$ cat config.mk
export PLATFORM = sky130hd
export DESIGN_NAME = hashed_timing_wheel
export DESIGN_NICKNAME = d
export VERILOG_FILES = /design/src/hdl/htw_pkg.sv /design/src/hdl/htw_div.sv /design/src/hdl/hashed_timing_wheel.sv
export SDC_FILE = /design/constraint.sdc
export NUM_CORES = 2
export LEC_CHECK = 0
export ABC_AREA = 1
export ABC_CLOCK_PERIOD_IN_PS = 6100
export BUFFER_PORTS_ARGS = -buffer_cell sky130_fd_sc_hd__buf_2
export CAP_MARGIN = 30
export CORE_MARGIN = 1.5
export CORE_UTILIZATION = 40
export DETAILED_ROUTE_END_ITERATION = 12
export PLACE_DENSITY = 0.63
export SYNTH_ARGS = -nofsm -noshare
export SYNTH_HDL_FRONTEND = slang
export SYNTH_SLANG_ARGS = --single-unit
export TNS_END_PERCENT = 10
$ cat constraint.sdc
create_clock -name i_clk -period 6.1 [get_ports i_clk]
set_input_delay 0 -clock i_clk [delete_from_list [all_inputs] [get_ports i_clk]]
set_output_delay 0 -clock i_clk [all_outputs]
set_load 0.05 [all_outputs]
$ cat src/hdl/htw_pkg.sv
// Shared types and constants for the hashed timing wheel.
`default_nettype none
package htw_pkg;
    localparam int SLOTS_DEF      = 16;
    localparam int MAX_TIMERS_DEF = 16;
    localparam int TW             = 20;   // timeout and tick width
    localparam int ID_W           = 16;   // task id width
    localparam int RND_W          = 16;   // rounds width
    localparam int STEP_W         = 16;   // step register width
    localparam logic [STEP_W-1:0] STEP_RST = 16'd10;

    typedef logic [1:0] t_kind;
    localparam t_kind KIND_ADD_OK   = 2'd0;
    localparam t_kind KIND_ADD_FULL = 2'd1;
    localparam t_kind KIND_FIRED    = 2'd2;
    localparam t_kind KIND_IDLE     = 2'd3;
endpackage
`default_nettype wire

$ cat src/hdl/htw_div.sv
// Restoring divider, one quotient bit per cycle.
`default_nettype none
module htw_div (
    input  wire logic                  i_clk,
    input  wire logic                  i_rst_n,
    input  wire logic                  i_start,
    input  wire logic [htw_pkg::TW-1:0] i_dividend,
    input  wire logic [htw_pkg::TW-1:0] i_divisor,
    output logic                       o_done,
    output logic [htw_pkg::TW-1:0]     o_quot
);
    import htw_pkg::*;
    localparam int CW = $clog2(TW + 1);

    logic [TW:0]   r_acc, n_acc;
    logic [TW-1:0] r_q, n_q;
    logic [TW-1:0] r_div;
    logic [CW-1:0] r_cnt;
    logic          r_run, r_done;
    logic [TW:0]   t_sh;

    // Shift in one dividend bit and try the subtract
    always_comb begin
        t_sh  = {r_acc[TW-1:0], r_q[TW-1]};
        if (t_sh >= {1'b0, r_div}) begin
            n_acc = t_sh - {1'b0, r_div};
            n_q   = {r_q[TW-2:0], 1'b1};
        end else begin
            n_acc = t_sh;
            n_q   = {r_q[TW-2:0], 1'b0};
        end
    end

    always_ff @(posedge i_clk) begin
        if (!i_rst_n) begin
            r_run  <= 1'b0;
            r_done <= 1'b0;
            r_cnt  <= '0;
        end else begin
            r_done <= 1'b0;
            if (i_start) begin
                r_run <= 1'b1;
                r_cnt <= '0;
            end else if (r_run) begin
                r_cnt <= r_cnt + 1'b1;
                if (r_cnt == CW'(TW - 1)) begin
                    r_run  <= 1'b0;
                    r_done <= 1'b1;
                end
            end
        end
    end

    always_ff @(posedge i_clk) begin
        if (i_start) begin
            r_acc <= '0;
            r_q   <= i_dividend;
            r_div <= i_divisor;
        end else if (r_run) begin
            r_acc <= n_acc;
            r_q   <= n_q;
        end
    end

    assign o_done = r_done;
    assign o_quot = r_q;
endmodule
`default_nettype wire

$ cat src/hdl/hashed_timing_wheel.sv
// Top level of the hashed timing wheel: sequencer, entry and slot stores.
// An add runs the bit-serial divider (period by step), then splits the ticks
// into rounds, works out the slot and writes the entry, reads the slot and
// links the entry; a full pool answers in the cycle after acceptance. A tick
// reads the slot head, then reads and checks each visited entry, unlinks each
// fired entry it takes out, and links a periodic one that moves to another
// slot into that slot; its last result comes from the end state. Each entry
// read goes through a registered memory port. busy is high while a transaction
// is in work. Results come one per cycle at most on o_valid and must be taken
// when shown; the last one of a transaction carries o_last_result.
`default_nettype none
module hashed_timing_wheel #(
    parameter int SLOTS      = htw_pkg::SLOTS_DEF,
    parameter int MAX_TIMERS = htw_pkg::MAX_TIMERS_DEF
) (
    input  wire logic                      i_clk,
    input  wire logic                      i_rst_n,
    input  wire logic                      start,
    output logic                           busy,
    input  wire logic                      i_req_type,
    input  wire logic                      i_timer_loop,
    input  wire logic [htw_pkg::TW-1:0]    i_timeout_ms,
    input  wire logic [htw_pkg::ID_W-1:0]  i_task_id,
    input  wire logic                      i_step_ms_we,
    input  wire logic [htw_pkg::STEP_W-1:0] i_step_ms,
    output logic                           o_valid,
    output htw_pkg::t_kind                 o_out_kind,
    output logic [htw_pkg::ID_W-1:0]       o_fired_task,
    output logic                           o_last_result
);
    import htw_pkg::*;

    localparam int SW = (SLOTS > 1) ? $clog2(SLOTS) : 1;
    localparam int EW = (MAX_TIMERS > 1) ? $clog2(MAX_TIMERS) : 1;
    localparam int HW = $clog2(MAX_TIMERS + 1);
    localparam int GW = $clog2(MAX_TIMERS + 1);
    localparam logic [HW-1:0] NONE = HW'(MAX_TIMERS);

    // Reciprocal of SLOTS, exact for any tick count and up to 256 slots
    localparam int RK = TW + 8;
    localparam longint RECIP_L = ((longint'(1) << RK) + longint'(SLOTS) - 1) / longint'(SLOTS);
    localparam logic [RK-1:0] RECIP = RK'(RECIP_L);

    localparam logic [3:0] ST_IDLE  = 4'd0;
    localparam logic [3:0] ST_DIV1  = 4'd1;
    localparam logic [3:0] ST_RND   = 4'd2;
    localparam logic [3:0] ST_ARD   = 4'd3;
    localparam logic [3:0] ST_AWR   = 4'd4;
    localparam logic [3:0] ST_THEAD = 4'd5;
    localparam logic [3:0] ST_THD2  = 4'd6;
    localparam logic [3:0] ST_TCHK  = 4'd7;
    localparam logic [3:0] ST_TEVAL = 4'd8;
    localparam logic [3:0] ST_TUNL  = 4'd9;
    localparam logic [3:0] ST_TEND  = 4'd10;
    localparam logic [3:0] ST_AENT  = 4'd11;

    // Entry and slot stores
    logic [RND_W-1:0] m_rounds [MAX_TIMERS];
    logic [RND_W-1:0] m_reload [MAX_TIMERS];
    logic [SW-1:0]    m_rem    [MAX_TIMERS];
    logic             m_per    [MAX_TIMERS];
    logic [ID_W-1:0]  m_task   [MAX_TIMERS];
    logic [HW-1:0]    m_link   [MAX_TIMERS];
    logic [HW-1:0]    m_head   [SLOTS];
    logic [EW-1:0]    m_tail   [SLOTS];

    logic [MAX_TIMERS-1:0] r_evalid;
    logic [SLOTS-1:0]      r_head_ok;

    logic [3:0]        r_state;
    logic [STEP_W-1:0] r_step;
    logic [SW-1:0]     r_last_slot, r_next_slot;
    logic [SW-1:0]     r_s, r_dest;
    logic [HW-1:0]     r_cur, r_prev, r_nxt;
    logic [EW-1:0]     r_tail_s;
    logic [GW-1:0]     r_guard;
    logic              r_add, r_loop;
    logic [ID_W-1:0]   r_task_in;
    logic              r_pend_ok;
    logic [ID_W-1:0]   r_pend_task;
    logic [TW-1:0]     r_rnd_q;

    logic              r_valid, r_last;
    t_kind             r_kind;
    logic [ID_W-1:0]   r_otask;

    // Registered read data
    logic [RND_W-1:0] q_rounds, q_reload;
    logic [SW-1:0]    q_rem;
    logic             q_per;
    logic [ID_W-1:0]  q_task;
    logic [HW-1:0]    q_link, q_head;
    logic [EW-1:0]    q_tail;
    logic             q_head_ok;

    logic accept;
    assign busy   = (r_state != ST_IDLE);
    assign accept = start && !busy;

    // Lowest free entry
    logic          t_full;
    logic [EW-1:0] t_free;
    always_comb begin
        t_full = 1'b1;
        t_free = '0;
        for (int i = MAX_TIMERS - 1; i >= 0; i--) begin
            if (!r_evalid[i]) begin
                t_full = 1'b0;
                t_free = EW'(i);
            end
        end
    end

    // Divider, used by adds only: period by step
    logic          d_start, d_done;
    logic [TW-1:0] d_dvd, d_dvs, d_quot;
    htw_div u_div (
        .i_clk      (i_clk),
        .i_rst_n    (i_rst_n),
        .i_start    (d_start),
        .i_dividend (d_dvd),
        .i_divisor  (d_dvs),
        .o_done     (d_done),
        .o_quot     (d_quot)
    );
    assign d_start = accept && !i_req_type && !t_full;
    assign d_dvd   = i_timeout_ms;
    assign d_dvs   = (r_step == '0) ? TW'(1) : TW'(r_step);

    // Slot arithmetic
    logic [TW+RK-1:0] t_prod;
    logic [TW-1:0]    t_qs, t_trem;
    logic [SW-1:0]    t_rem_s;
    logic [SW:0]      t_sum_add, t_sum_tick;
    logic [SW-1:0]    t_slot_add, t_dest;
    logic [RND_W-1:0] t_sat;
    logic [SW-1:0]    t_next_s;
    localparam logic [SW:0] SLOTS_W = (SW + 1)'(SLOTS);
    always_comb begin
        t_prod     = (TW + RK)'(d_quot) * (TW + RK)'(RECIP);
        t_qs       = r_rnd_q * TW'(SLOTS);
        t_trem     = d_quot - t_qs;
        t_rem_s    = t_trem[SW-1:0];
        t_sum_add  = {1'b0, t_rem_s} + {1'b0, r_last_slot};
        t_slot_add = (t_sum_add >= SLOTS_W) ? SW'(t_sum_add - SLOTS_W) : t_sum_add[SW-1:0];
        t_sum_tick = {1'b0, q_rem} + {1'b0, r_s};
        t_dest     = (t_sum_tick >= SLOTS_W) ? SW'(t_sum_tick - SLOTS_W)
                                             : t_sum_tick[SW-1:0];
        t_sat      = (r_rnd_q > TW'(16'hFFFF)) ? 16'hFFFF : r_rnd_q[RND_W-1:0];
        t_next_s   = (r_next_slot == SW'(SLOTS - 1)) ? '0 : r_next_slot + 1'b1;
    end

    // Entry store writes and reads
    logic e_add_wr, e_rnd_wr;
    logic [RND_W-1:0] e_rnd_val;
    assign e_add_wr  = (r_state == ST_AENT);
    assign e_rnd_wr  = (r_state == ST_TEVAL);
    assign e_rnd_val = (q_rounds != '0) ? q_rounds - 1'b1 : q_reload;

    always_ff @(posedge i_clk) begin
        if (e_add_wr) begin
            m_rounds[r_cur[EW-1:0]] <= t_sat;
            m_reload[r_cur[EW-1:0]] <= t_sat;
            m_rem[r_cur[EW-1:0]]    <= t_rem_s;
            m_per[r_cur[EW-1:0]]    <= r_loop;
            m_task[r_cur[EW-1:0]]   <= r_task_in;
        end else if (e_rnd_wr && (q_rounds != '0 || q_per)) begin
            m_rounds[r_cur[EW-1:0]] <= e_rnd_val;
        end
        if (r_state == ST_TCHK) begin
            q_rounds <= m_rounds[r_cur[EW-1:0]];
            q_reload <= m_reload[r_cur[EW-1:0]];
            q_rem    <= m_rem[r_cur[EW-1:0]];
            q_per    <= m_per[r_cur[EW-1:0]];
            q_task   <= m_task[r_cur[EW-1:0]];
            q_link   <= m_link[r_cur[EW-1:0]];
        end
    end

    // Link store: at most one write per cycle
    always_ff @(posedge i_clk) begin
        priority case (1'b1)
            (r_state == ST_ARD):
                m_link[r_cur[EW-1:0]] <= NONE;
            (r_state == ST_AWR && q_head_ok && q_head != NONE):
                m_link[q_tail] <= r_cur;
            (r_state == ST_TUNL && r_prev != NONE):
                m_link[r_prev[EW-1:0]] <= r_nxt;
            default: ;
        endcase
    end

    // Slot stores
    logic [SW-1:0] t_saddr;
    assign t_saddr = (r_state == ST_THEAD) ? r_s : r_dest;
    always_ff @(posedge i_clk) begin
        if (r_state == ST_THEAD || r_state == ST_ARD) begin
            q_head <= m_head[t_saddr];
            q_tail <= m_tail[t_saddr];
        end
        if (r_state == ST_AWR) begin
            m_tail[r_dest] <= r_cur[EW-1:0];
            if (!q_head_ok || q_head == NONE)
                m_head[r_dest] <= r_cur;
        end else if (r_state == ST_TUNL) begin
            if (r_prev == NONE)
                m_head[r_s] <= r_nxt;
            if (r_tail_s == r_cur[EW-1:0] && r_prev != NONE)
                m_tail[r_s] <= r_prev[EW-1:0];
        end
    end

    // Sequencer
    always_ff @(posedge i_clk) begin
        if (!i_rst_n) begin
            r_state     <= ST_IDLE;
            r_step      <= STEP_RST;
            r_last_slot <= '0;
            r_next_slot <= '0;
            r_evalid    <= '0;
            r_head_ok   <= '0;
            r_valid     <= 1'b0;
            r_pend_ok   <= 1'b0;
            q_head_ok   <= 1'b0;
        end else begin
            r_valid <= 1'b0;
            if (i_step_ms_we)
                r_step <= i_step_ms;
            if (r_state == ST_THEAD || r_state == ST_ARD)
                q_head_ok <= r_head_ok[t_saddr];
            unique case (r_state)
                ST_IDLE: begin
                    if (accept) begin
                        if (!i_req_type) begin
                            r_add     <= 1'b1;
                            r_loop    <= i_timer_loop;
                            r_task_in <= i_task_id;
                            r_cur     <= HW'(t_free);
                            if (t_full) begin
                                r_valid <= 1'b1;
                                r_kind  <= KIND_ADD_FULL;
                                r_otask <= '0;
                                r_last  <= 1'b1;
                            end else begin
                                r_state <= ST_DIV1;
                            end
                        end else begin
                            r_add       <= 1'b0;
                            r_s         <= r_next_slot;
                            r_last_slot <= r_next_slot;
                            r_next_slot <= t_next_s;
                            r_pend_ok   <= 1'b0;
                            r_state     <= ST_THEAD;
                        end
                    end
                end
                ST_DIV1: begin
                    if (d_done)
                        r_state <= ST_RND;
                end
                // Split the ticks into rounds by the reciprocal of SLOTS
                ST_RND: begin
                    r_rnd_q <= t_prod[TW+RK-1:RK];
                    r_state <= ST_AENT;
                end
                ST_AENT: begin
                    r_evalid[r_cur[EW-1:0]] <= 1'b1;
                    r_dest  <= t_slot_add;
                    r_state <= ST_ARD;
                end
                ST_ARD: r_state <= ST_AWR;
                ST_AWR: begin
                    r_head_ok[r_dest] <= 1'b1;
                    if (r_add) begin
                        r_valid <= 1'b1;
                        r_kind  <= KIND_ADD_OK;
                        r_otask <= '0;
                        r_last  <= 1'b1;
                        r_state <= ST_IDLE;
                    end else begin
                        r_cur   <= r_nxt;
                        r_state <= ST_TCHK;
                    end
                end
                ST_THEAD: r_state <= ST_THD2;
                ST_THD2: begin
                    r_cur    <= q_head_ok ? q_head : NONE;
                    r_tail_s <= q_tail;
                    r_prev   <= NONE;
                    r_guard  <= '0;
                    r_state  <= ST_TCHK;
                end
                ST_TCHK: begin
                    if (r_cur == NONE || r_guard == GW'(MAX_TIMERS))
                        r_state <= ST_TEND;
                    else
                        r_state <= ST_TEVAL;
                end
                ST_TEVAL: begin
                    r_guard <= r_guard + 1'b1;
                    r_nxt   <= q_link;
                    if (q_rounds != '0) begin
                        r_prev  <= r_cur;
                        r_cur   <= q_link;
                        r_state <= ST_TCHK;
                    end else begin
                        // hand out the previous firing, keep this one pending
                        if (r_pend_ok) begin
                            r_valid <= 1'b1;
                            r_kind  <= KIND_FIRED;
                            r_otask <= r_pend_task;
                            r_last  <= 1'b0;
                        end
                        r_pend_ok   <= 1'b1;
                        r_pend_task <= q_task;
                        r_dest      <= t_dest;
                        if (q_per && t_dest == r_s) begin
                            r_prev  <= r_cur;
                            r_cur   <= q_link;
                            r_state <= ST_TCHK;
                        end else begin
                            if (!q_per)
                                r_evalid[r_cur[EW-1:0]] <= 1'b0;
                            r_loop  <= q_per;
                            r_state <= ST_TUNL;
                        end
                    end
                end
                ST_TUNL: begin
                    if (r_tail_s == r_cur[EW-1:0] && r_prev != NONE)
                        r_tail_s <= r_prev[EW-1:0];
                    if (r_loop) begin
                        r_state <= ST_ARD;
                    end else begin
                        r_cur   <= r_nxt;
                        r_state <= ST_TCHK;
                    end
                end
                ST_TEND: begin
                    r_valid   <= 1'b1;
                    r_last    <= 1'b1;
                    r_kind    <= r_pend_ok ? KIND_FIRED : KIND_IDLE;
                    r_otask   <= r_pend_ok ? r_pend_task : '0;
                    r_pend_ok <= 1'b0;
                    r_state   <= ST_IDLE;
                end
                default: r_state <= ST_IDLE;
            endcase
        end
    end

    assign o_valid       = r_valid;
    assign o_out_kind    = r_kind;
    assign o_fired_task  = r_otask;
    assign o_last_result = r_last;

    // Checks
    a_task_zero: assert property (@(posedge i_clk) disable iff (!i_rst_n)
        o_valid && o_out_kind != KIND_FIRED |-> o_fired_task == '0)
        else $error("nonzero task on a result without a firing");
    a_tick_busy: assert property (@(posedge i_clk) disable iff (!i_rst_n)
        accept && i_req_type |=> busy)
        else $error("tick transaction did not raise busy");
    a_div_use: assert property (@(posedge i_clk) disable iff (!i_rst_n)
        d_done |-> r_state == ST_DIV1)
        else $error("divider finished outside an add");
endmodule
`default_nettype wire
==> summary by stage <==
Status
The run finished with clean final reports.

STA
The clock skew after layout is 0.02931 ns. Summed over all failing endpoints, the final setup total negative slack is 0 ns. In the post-route analysis, the smallest setup slack over all paths is about 2.1 ns. The number of max-slew violations in the final report was 0. Setup repair after global routing left no endpoint under its margin. The count of final setup violators is 0.

The worst hold slack is 0.06896 ns. At the pin with the least slew margin, the transition time is 1.065 ns. The worst-case headroom to the max-slew limit is 29.00%. Subtracting the final worst setup slack from the clock period gives 3.951 ns.

The final hold violation count is 0. The period utilization is 64.78%. Based on the critical path, the design can be clocked at up to ~0.25 GHz.

Placement
The half-perimeter wire length after detailed placement is 78080 µm. The congestion estimate from routability-driven global placement came to ~0.9. The count of buffers added on input and output ports is 78. The cell area after placement is between 50000 and 60000 µm². Timing analysis after detailed placement gives a worst setup slack of 2.174 ns.

Logic synthesis
The average footprint of a synthesized cell is 13.97 µm². The part of the Yosys area used for sequential elements is 75.14%. When the netlist entered floorplanning its net count stood at 3911. Counting every instance in the synthesized netlist gives 3823. The biggest area contributor in the post-synthesis netlist is edfxtp_1. Synthesis instantiated 54 different standard cells from the library.

After synthesis, the largest area contributor takes up 71.76% of total cell area. For this run, the leading register cell type out of synthesis is edfxtp_1. Yosys mapped a number of flops with a built-in enable equal to ~1.3k. The number of register bits inferred by synthesis is 1366. During synthesis, Yosys emitted a total of 0 warnings. Ranked by total cell area, the synthesized netlist is headed by edfxtp_1, a22oi_1, dfxtp_1. In the synthesized netlist the async set-or-reset flop fraction comes to 0%. The mapped netlist covers 53390 µm².

Min path
The type of the worst min-delay path is in2reg. Counting instances, the worst hold path has a depth of 4. For hold timing, the worst endpoint is u_div.o_quot[5]. The startpoint of the lowest-slack hold path is i_timeout_ms[5].

Critical path
Traced cell by cell, the critical path runs through ha_1 > fa_1 > inv_1 > nand2_1 > nand2_1 > xor2_1 > nor3_2 > nand2_1 > nand4_1 > nor2_4 > buf_4. The source of the worst register-to-register timing path is r_s[0]. The cell with the largest stage delay on the worst path is nor2_4. The combined buffer and inverter count along the critical path is 2. The largest delay contributor family on the critical path is simple AND/OR/NAND/NOR gates.

The arrival time reported for the critical path endpoint is between 4 and 5 ns. The type of the setup path with the least slack is reg2reg. The worst register-to-register path has a setup slack of roughly 2.1 ns. The count of cell instances traversed by the critical path is 11.

Measured in cells, the most critical reg-to-reg path has a length of 11. At the worst endpoint, the required time is 6.52 ns. The maximum net fanout on the critical path is 20. The worst stage delay on the critical path is between 0.7 and 0.8 ns. The type of element capturing the critical path is a flop. STA classifies the critical path startpoint as a flop. The critical path's most frequent cell is nand2_1. The worst register-to-register path ends at m_task[12][13].

Drt
Dividing the detail-routed via count by the number of cells gives 5.629. The total DRC errors in the routed layout is 0. After detailed routing, the total wire length is 135400 µm. The post-detailed-route wirelength per cell is 22.97 µm.

The remaining antenna violation count after routing is 0. The total via count after detailed routing is 33.17k. The pre-antenna-repair detailed-routing pass consisted of 7 iterations. For this block, the initial DRC count from the detailed router was 3690.

Layout
The storage element area is 40120 µm². The filler cells instantiated in the layout total 11.31k. The area of all placed cells without fillers is roughly 62000 µm². The multi-input logic area is 11800 µm². Cells fill 46.69% of the core in the end. The ratio of cells with drive above 1 in the final layout is 11.17%. The top cell types in the final layout, fill and taps aside, are edfxtp_1, a22oi_1, nand2_1. The number of nets in the layout is 4115. The library cell used most frequently in the layout, excluding fill and tap cells, is edfxtp_1. The area growth from synthesis to layout is 15.40%.

Floorplan
From bottom edge to top edge, the die measures 368.4 µm. The starting utilization of the core area is about two fifths. The I/O pin count is 79. The die is 368.4 µm wide. The core area is 132000 µm². The site row count is 133. The floorplan die area is 135700 µm².

Clock tree
No sink is reached through more buffers than the 3 on the longest clock path. The H-tree generated during clock tree synthesis spans 4 levels. The hold buffer count at cts is 116. In this run the post-CTS setup repair buffer count came out at 0. The post-cts resize count is 0.

The TritonCTS clock tree is built. The number of CTS-inserted buffers is 136. The number of sinks on the clock net is roughly 1.4k. Clock-pin slew was measured on the worst setup and hold paths at 0.06 ns. The later pin in the worst-skew pair is clocked with a latency of about 0.77 ns. The buffer type at the clock tree root is clkbuf_16.

Pwr
The leakage power total is a little over 20 nW. The power per cell area is 396.9 nW/µm². The worst voltage drop across the vdd grid is 0.0003253 V.

Global routing
Across every metal layer, demand over resource in global routing totals between 10% and 20%. Global routing finished with a remaining overflow of 0. The initial antenna violation count is 1. The first global-routing pass estimated 203800 µm of wire. The via count of the first global-routing pass is 32.19k. Entering global routing, the biggest net connects 126 pins.

Job
The max-cap check violation count is 0.
where the power goes:
group | total [W] | leakage (nW) | internal [W] | switching [W]
Clock | 0.00814 | 2.07 | 0.00456 | 0.00358
Sequential | 0.0113 | 12.2 | 0.0110 | 0.000347
Combinational | 0.00499 | 6.11 | 0.00148 | 0.00351
registers in the layout, indices dropped and copies added, names as in the netlist, 20 cells and up, named ones only:
register and cells:
m_reload 256, m_rounds 256, m_task 256, m_head 80, m_link 80, m_rem 64
m_tail 64, u_div.o_quot 20, u_div.r_acc 20
worst register-to-register path, stage by stage, from the launching register on:
cell and delay, ns:
edfxtp_1 0.44, ha_1 0.26, fa_1 0.39, inv_1 0.06, nand2_1 0.05, nand2_1 0.09
xor2_1 0.18, nor3_2 0.10, nand2_1 0.48, nand4_1 0.31, nor2_4 0.71, buf_4 0.51
cell usage after synthesis (15+ instances only):
| library cell | number |
|---|---|
| edfxtp_1 | 1276 |
| buf_2 | 73 |
| nor2_1 | 290 |
| o21ai_1 | 20 |
| ha_1 | 27 |
| nand2_1 | 368 |
| nand4_1 | 51 |
| or4_1 | 58 |
| inv_1 | 170 |
| inv_2 | 25 |
| nor3_1 | 41 |
| o21ai_0 | 139 |
| xor2_1 | 20 |
| buf_1 | 30 |
| o22ai_1 | 15 |
| o211ai_1 | 33 |
| clkbuf_1 | 109 |
| nand3_1 | 82 |
| a21oi_1 | 308 |
| a22oi_1 | 466 |
| dfxtp_1 | 90 |
| o221ai_1 | 28 |
cell families (layout without fill, tap and decap cells):
family,count (synthesis),count (layout),synth area share [%]
flip-flops,1366,1366,75.14
AO/OA/AOI/OAI,1038,1038,12.45
AND/OR/NAND/NOR,938,938,7.944
buffers and inverters,418,732,3.185
XOR/XNOR,33,33,0.5413
adder cells (fa/ha/maj),30,30,0.7452
other,0,1,0
metal layers:
metal / share of wire (%) / global-route usage [%]
met1: 44 / 28.75
met4: 2.4 / 6.062
met3: 6.7 / 2.802
met5: 0 / 0
met2: 47 / 30.55
cell type report:
type | count | share of cell area (%)
diodes | 1 | 0.004061
clock inverters | 70 | 1.101
multi-input cells | 2039 | 19.15
flip-flops and latches | 1366 | 65.11
inverters | 196 | 1.212
repair buffers | 288 | 3.994
well taps | 1755 | 3.564
clock buffers | 178 | 5.865
how the worst max path moves through the flow:
stage,from,endpoint,slack (ns)
final,r_s[0],m_task[12][13],2.15
after global routing,r_s[0],m_task[12][13],1.86
after CTS,r_s[0],m_task[12][13],2.17
after detailed placement,r_s[0],m_task[12][13],2.17
after global placement,r_cur[1],m_task[6][11],2.00
after floorplan,r_cur[0],m_per[10],1.79
metrics by stage:
step	total power, W	std cells
after floorplan	0.01461	3823
after global routing	0.02541	5893
after CTS	0.02452	5891
after detailed placement	0.01639	5527
after global placement	0.01628	5512
final	0.02445	5893
No activity file was read; power rests on OpenSTA's default activity.
